--- src/design/imh_pkg.sv ---
`timescale 1ns / 1ps
// ----------------------------------------------------------------------------
// imh_pkg: shared types and constants for the indexed min-heap
// Action and status codes, widths, controller state and command structs.
// ----------------------------------------------------------------------------
package imh_pkg;

  localparam int KEY_BITS      = 10;
  localparam int KEY_SPACE     = 1024;
  localparam int FIELD_VAL     = 16;
  localparam int COUNT_BITS    = 11;
  localparam int DEF_CAPACITY  = 1024;
  localparam int DEF_VAL_BITS  = 16;

  typedef enum logic [1:0] {
    ACT_INSERT = 2'd0,
    ACT_DEC    = 2'd1,
    ACT_POP    = 2'd2,
    ACT_NOP    = 2'd3
  } action_t;

  typedef enum logic [2:0] {
    ST_OK        = 3'd0,
    ST_EMPTY     = 3'd1,
    ST_FULL      = 3'd2,
    ST_PRESENT   = 3'd3,
    ST_ABSENT    = 3'd4,
    ST_SATURATED = 3'd5
  } status_t;

  typedef enum logic [3:0] {
    S_CLEAR,
    S_IDLE,
    S_LOOK,
    S_DECIDE,
    S_POPRD,
    S_POPWR,
    S_UPRD,
    S_UPCMP,
    S_DNRD,
    S_DNCMP,
    S_DONE
  } state_t;

  // controller -> datapath
  typedef struct packed {
    logic    clear;      // clear one key map entry
    logic    load;       // capture input item
    logic    map_rd;     // read heap at mapped slot
    logic    do_insert;  // place new entry at tail
    logic    do_dec;     // decrement entry at map slot
    logic    pop_rd;     // read root and tail
    logic    pop_take;   // capture root, drop its key
    logic    pop_wr;     // move tail to root
    logic    up_rd;      // read parent of cursor
    logic    up_swap;    // exchange cursor and parent
    logic    dn_rd;      // read children of cursor
    logic    dn_swap;    // exchange cursor and picked child
    logic    set_status;
    status_t status;
    logic    out_load;
  } cmd_t;

  // datapath -> controller
  typedef struct packed {
    action_t act;
    logic    present;
    logic    full;
    logic    empty;
    logic    val_zero;
    logic    at_root;
    logic    up_move;
    logic    dn_move;
    logic    last_zero;
    logic    clear_done;
  } stat_t;

endpackage

--- src/design/imh_ctrl.sv ---
`timescale 1ns / 1ps
// ----------------------------------------------------------------------------
// imh_ctrl: sequencer of the heap actions
// Clears the key map after reset, checks the item, then walks sift up or
// sift down one level at a time, a read state and a compare state per
// level, and hands one response to the output register.
// ----------------------------------------------------------------------------
module imh_ctrl import imh_pkg::*; (
  input  logic  clk,
  input  logic  rst,
  input  logic  req_valid,
  output logic  req_ready,
  output logic  rsp_valid,
  input  logic  rsp_ready,
  input  stat_t st,
  output cmd_t  cmd
);
  state_t state, state_next;
  logic   ov, ov_next;

  always_ff @(posedge clk) begin
    if (rst) begin
      state <= S_CLEAR;
      ov    <= 1'b0;
    end else begin
      state <= state_next;
      ov    <= ov_next;
    end
  end
  assign rsp_valid = ov;

  always_comb begin
    state_next = state;
    cmd        = '0;
    cmd.status = ST_OK;
    req_ready  = (state == S_IDLE);
    ov_next    = ov && !rsp_ready;
    unique case (state)
      // one key map entry per cycle after reset
      S_CLEAR: begin
        cmd.clear = 1'b1;
        if (st.clear_done) state_next = S_IDLE;
      end
      S_IDLE: begin
        if (req_valid) begin
          cmd.load   = 1'b1;
          state_next = S_LOOK;
        end
      end
      // map entry of the key is on the read port
      S_LOOK: begin
        cmd.set_status = 1'b1;
        cmd.status     = ST_OK;
        unique case (st.act)
          ACT_INSERT: begin
            if (st.present) begin
              cmd.status = ST_PRESENT; state_next = S_DONE;
            end else if (st.full) begin
              cmd.status = ST_FULL; state_next = S_DONE;
            end else begin
              cmd.do_insert = 1'b1; state_next = S_UPRD;
            end
          end
          ACT_DEC: begin
            if (!st.present) begin
              cmd.status = ST_ABSENT; state_next = S_DONE;
            end else begin
              cmd.map_rd = 1'b1; state_next = S_DECIDE;
            end
          end
          ACT_POP: begin
            if (st.empty) begin
              cmd.status = ST_EMPTY; state_next = S_DONE;
            end else begin
              cmd.pop_rd = 1'b1; state_next = S_POPRD;
            end
          end
          ACT_NOP: state_next = S_DONE;
        endcase
      end
      S_DECIDE: begin
        if (st.val_zero) begin
          cmd.set_status = 1'b1; cmd.status = ST_SATURATED;
          state_next = S_DONE;
        end else begin
          cmd.do_dec = 1'b1; state_next = S_UPRD;
        end
      end
      // root and tail on the read ports
      S_POPRD: begin
        cmd.pop_take = 1'b1;
        if (st.last_zero) state_next = S_DONE;
        else state_next = S_POPWR;
      end
      S_POPWR: begin
        cmd.pop_wr = 1'b1; state_next = S_DNRD;
      end
      S_UPRD: begin
        if (st.at_root) state_next = S_DONE;
        else begin
          cmd.up_rd = 1'b1; state_next = S_UPCMP;
        end
      end
      S_UPCMP: begin
        cmd.up_rd = 1'b1;
        if (st.up_move) begin
          cmd.up_swap = 1'b1; state_next = S_UPRD;
        end else state_next = S_DONE;
      end
      S_DNRD: begin
        cmd.dn_rd = 1'b1; state_next = S_DNCMP;
      end
      S_DNCMP: begin
        cmd.dn_rd = 1'b1;
        if (st.dn_move) begin
          cmd.dn_swap = 1'b1; state_next = S_DNRD;
        end else state_next = S_DONE;
      end
      S_DONE: begin
        if (!ov || rsp_ready) begin
          cmd.out_load = 1'b1; ov_next = 1'b1; state_next = S_IDLE;
        end
      end
      default: state_next = S_IDLE;
    endcase
  end
endmodule

--- config.mk ---
export PLATFORM = sky130hd
export DESIGN_NAME = imh_ctrl
export DESIGN_NICKNAME = d
export VERILOG_FILES = /design/src/design/imh_pkg.sv /design/src/design/imh_ctrl.sv
export SDC_FILE = /design/constraint.sdc
export NUM_CORES = 1
export LEC_CHECK = 0
export BUFFER_PORTS_ARGS = -buffer_cell sky130_fd_sc_hd__buf_4
export CORE_MARGIN = 10
export CORE_UTILIZATION = 38
export DETAILED_ROUTE_END_ITERATION = 12
export PLACE_DENSITY = 0.82
export SKIP_CTS_REPAIR_TIMING = 1
export SLEW_MARGIN = 40
export SYNTH_ARGS = -nofsm -noshare
export SYNTH_HDL_FRONTEND = slang
export SYNTH_SLANG_ARGS = --single-unit
--- constraint.sdc ---
create_clock -name clk -period 1.3 [get_ports clk]
set_input_delay 0.065 -clock clk [delete_from_list [all_inputs] [get_ports clk]]
set_output_delay 0.065 -clock clk [all_outputs]
set_load 0.02 [all_outputs]
==> summary.md <==
| Metric | Value |
|---|---|
| Final setup viols | `18` |
| Yosys warns | `0` |
| Leak | `0.000555 uW` |
| Setup TNS | `-2.47 ns` |
| Width of the die | `59.4 um` |
| Most common cell after layout, fill and taps aside | `buf_4` |
| Max Transition Viols Final | `0` |
| Core ar. | `1490 um^2` |
| Die Ht | `59.4 um` |
| Gr usage total | `13.2%` |
| Final min period | `1.57 ns` |
| Met1 Wirelength | `1170 um` |
| Hold Path Class | `in -> reg` |
| Max-Cap Viols | `0` |
| Worst slew pin tran | `0.436 ns` |
| Crit path launch type | `register` |
| Number of global-route vias before repair | `886` |
| Post-Place Setup Slack | `-0.113 ns` |
| GPL Wtd Cong | `0.852` |
| Synthesized net count | `96` |
| Crit path DAT | `1.51 ns` |
| Reg2Reg Setup Slack | `-0.21 ns` |
| Remaining Overflow, GRT | `0` |
| Max Freq | `0.636 GHz` |
| Post-DP HPWL | `1900 um` |
| Critical path peak fanout | `4` |
| Register area | `115 um^2` |
| Clock-pin transition on the worst setup and hold timing paths | `0.05 ns` |
| Final wirelength | `2960 um` |
| Sequential cell area fraction in the yosys report | `17.0%` |
| DRC viols | `0` |
| Starting DRT DRC Count | `23` |
| Max-slew headroom | `70.6%` |
| Skew final | `0.000266 ns` |
| DIE AREA | `3530 um^2` |
| Layout Nets | `159` |
| Final ANT Viol Nets | `0` |
| Top cells by area, synth | `dfxtp_1 17%, nor2_1 5.7%, mux2i_1 5.1%` |
| Met2 WL | `1600 um` |
| Clock buffer depth | `2` |
| Vias/cell | `5.71` |
| RSZ-0062 raised after global routing | `true` |
| Crit. End Element | `output pin` |
| Synthesized area per cell | `7.28 um^2` |
| First-pass GRT wire length | `3770 um` |
| TritonRoute pass-1 iters | `4` |
| Clock network fraction of total power | `26.6%` |
| Hold Fails Final Rpt | `0` |
| Area leader, netlist | `dfxtp_1` |
| Failing checks | `setup timing` |
| Layout cell share with drive strength beyond 1 | `67.1%` |
| CP required | `1.24 ns` |
| Most frequent CP cell | `buf_4` |
| Net Sw Frac | `36.3%` |
| Non-Filler Cell Area, Final | `1290 um^2` |
| Register bit total from synthesis | `5` |
| Sw power | `262 uW` |
| Antenna violations before repair | `0` |
| N_diodes | `0` |
| Root buf cell | `clkbuf_4` |
| Flop pwr share | `24.4%` |
| Worst VDD drop | `0.559 mV` |
| Placed cell areas | `996 um^2` |
| Synth Instances | `81` |
| I/O Pins | `34` |
| Library cells used by synthesis | `36` |
| Multi-input gate area | `576 um^2` |
| Status | `complete, but fails checks` |
| Fillers | `77` |
| Port Buffer Count | `33` |
| Share of the synthesized area in the top cell type | `17.0%` |
| H-tree levels | `1` |
| Cell Rows | `14` |
| Final worst slack | `-0.273 ns` |
| Crit path cell chain | `nor4b_4 > nand2b_4 > buf_4 > nor3_2 > buf_4` |
| CTS sink cnt | `5` |
| Largest net degree at the start of global routing | `9` |
| Initial core utilization | `39.6%` |
| Via count | `908` |
| Synth Cell Area | `589 um^2` |
| Comb power frac | `49.1%` |
| Final cycle utilization of the critical path | `121%` |
| Worst skew pair latency | `0.25 ns` |
| Pwr/cell area | `557 nW/um^2` |
| Slowest stage delay, CP | `0.37 ns` |
| Slowest cell on the critical path | `dfxtp_4` |
| Avg WL per Cell | `18.6 um` |
| Area Overhead vs Synth | `120%` |
| Top layer in use | `met4` |
| Met3 routed wirelength | `160 um` |
| Cts bufs inserted | `3` |
| Int Power | `459 uW` |
| Hold WS | `0.212 ns` |
| Critical path type | `reg -> out` |
| Most frequent cells in the layout | `46 x buf_4, 16 x buf_6, 5 x nor2_1` |
| CTS tree | `yes` |
## Yosys cell counts
library cell  count
a211oi_1          1
a211oi_4          1
a21oi_1           4
a221oi_1          1
a311oi_1          1
a31oi_1           3
a32oi_1           2
and2_1            1
and2b_1           2
and3_1            2
buf_2             1
buf_4             1
buf_6             2
clkbuf_1          1
dfxtp_1           5
inv_1             5
mux2i_1           3
nand2_1           5
nand2b_1          3
nand3_1           2
nand3b_1          2
nand4bb_1         1
nor2_1            9
nor2b_1           3
nor3_1            4
nor4_1            1
nor4_2            1
nor4b_2           1
o21a_1            1
o21ai_0           4
o31a_1            1
o31ai_1           2
o41ai_1           1
or2_1             1
or2b_1            1
or3_1             2
## registers in the layout, indices dropped and copies added, names as in the netlist
| signal | count |
|---|---|
| rsp_valid | 1 |
| state | 4 |
## stage by stage
stage / power (uW) / cells / utilization (%)
6_report: 721 / 159 / 86.9
2_1_floorplan: 307 / 81 / -
3_5_place_dp: 448 / 144 / 66.9
4_1_cts: 637 / 148 / 68.7
3_3_place_gp: 441 / 144 / 66.9
5_1_grt: 767 / 159 / 86.9
## final timing paths
kind	endpoint	startpoint	depth (start not counted)
hold reg to reg	rsp_valid	rsp_valid	2
setup / recovery	cmd[2]	state[0]	5
hold / removal	rsp_valid	rsp_ready	3
setup reg to reg	state[0]	state[3]	4
## worst max-delay path, delay by kind of cell (launching register included)
family,cells,cell delay (ns)
AND/OR/NAND/NOR,3,0.58
buffers and inverters,2,0.31
flip-flops,1,0.37
## routing by layer
| metal | vias up | track usage [%] |
|---|---|---|
| li1 | 425 | - |
| met1 | 441 | 13.1 |
| met2 | 36 | 23.0 |
| met3 | 6 | 5.36 |
| met4 | 0 | 6.56 |
| met5 | - | 0 |
## cell families (layout without fill, tap and decap cells)
| group | after synthesis | in the layout | synth area share, % |
|---|---|---|---|
| simple gates | 41 | 41 | 40.8 |
| compound gates | 22 | 22 | 27.4 |
| buf+inv | 10 | 72 | 9.77 |
| flops | 5 | 5 | 17.0 |
| mux | 3 | 3 | 5.10 |
## layout make-up
| cell class | instances | share of cell area (%) |
|---|---|---|
| Timing Repair Buffer | 63 | 41.4 |
| Tap cell | 16 | 1.55 |
| Clock buffer | 4 | 2.03 |
| Multi-Input combinational cell | 66 | 44.5 |
| Sequential cell | 5 | 8.90 |
| Inverter | 5 | 1.64 |
## power groups by stage
| stage | clock (uW) | combinational, uW | sequential (uW) |
|---|---|---|---|
| after CTS | 190 | 271 | 176 |
| after global placement | 0 | 263 | 178 |
| after floorplan | 0 | 136 | 171 |
| after global routing | 215 | 377 | 175 |
| after detailed placement | 0 | 269 | 179 |
| final | 191 | 354 | 176 |
No activity file was read; power rests on OpenSTA's default activity.
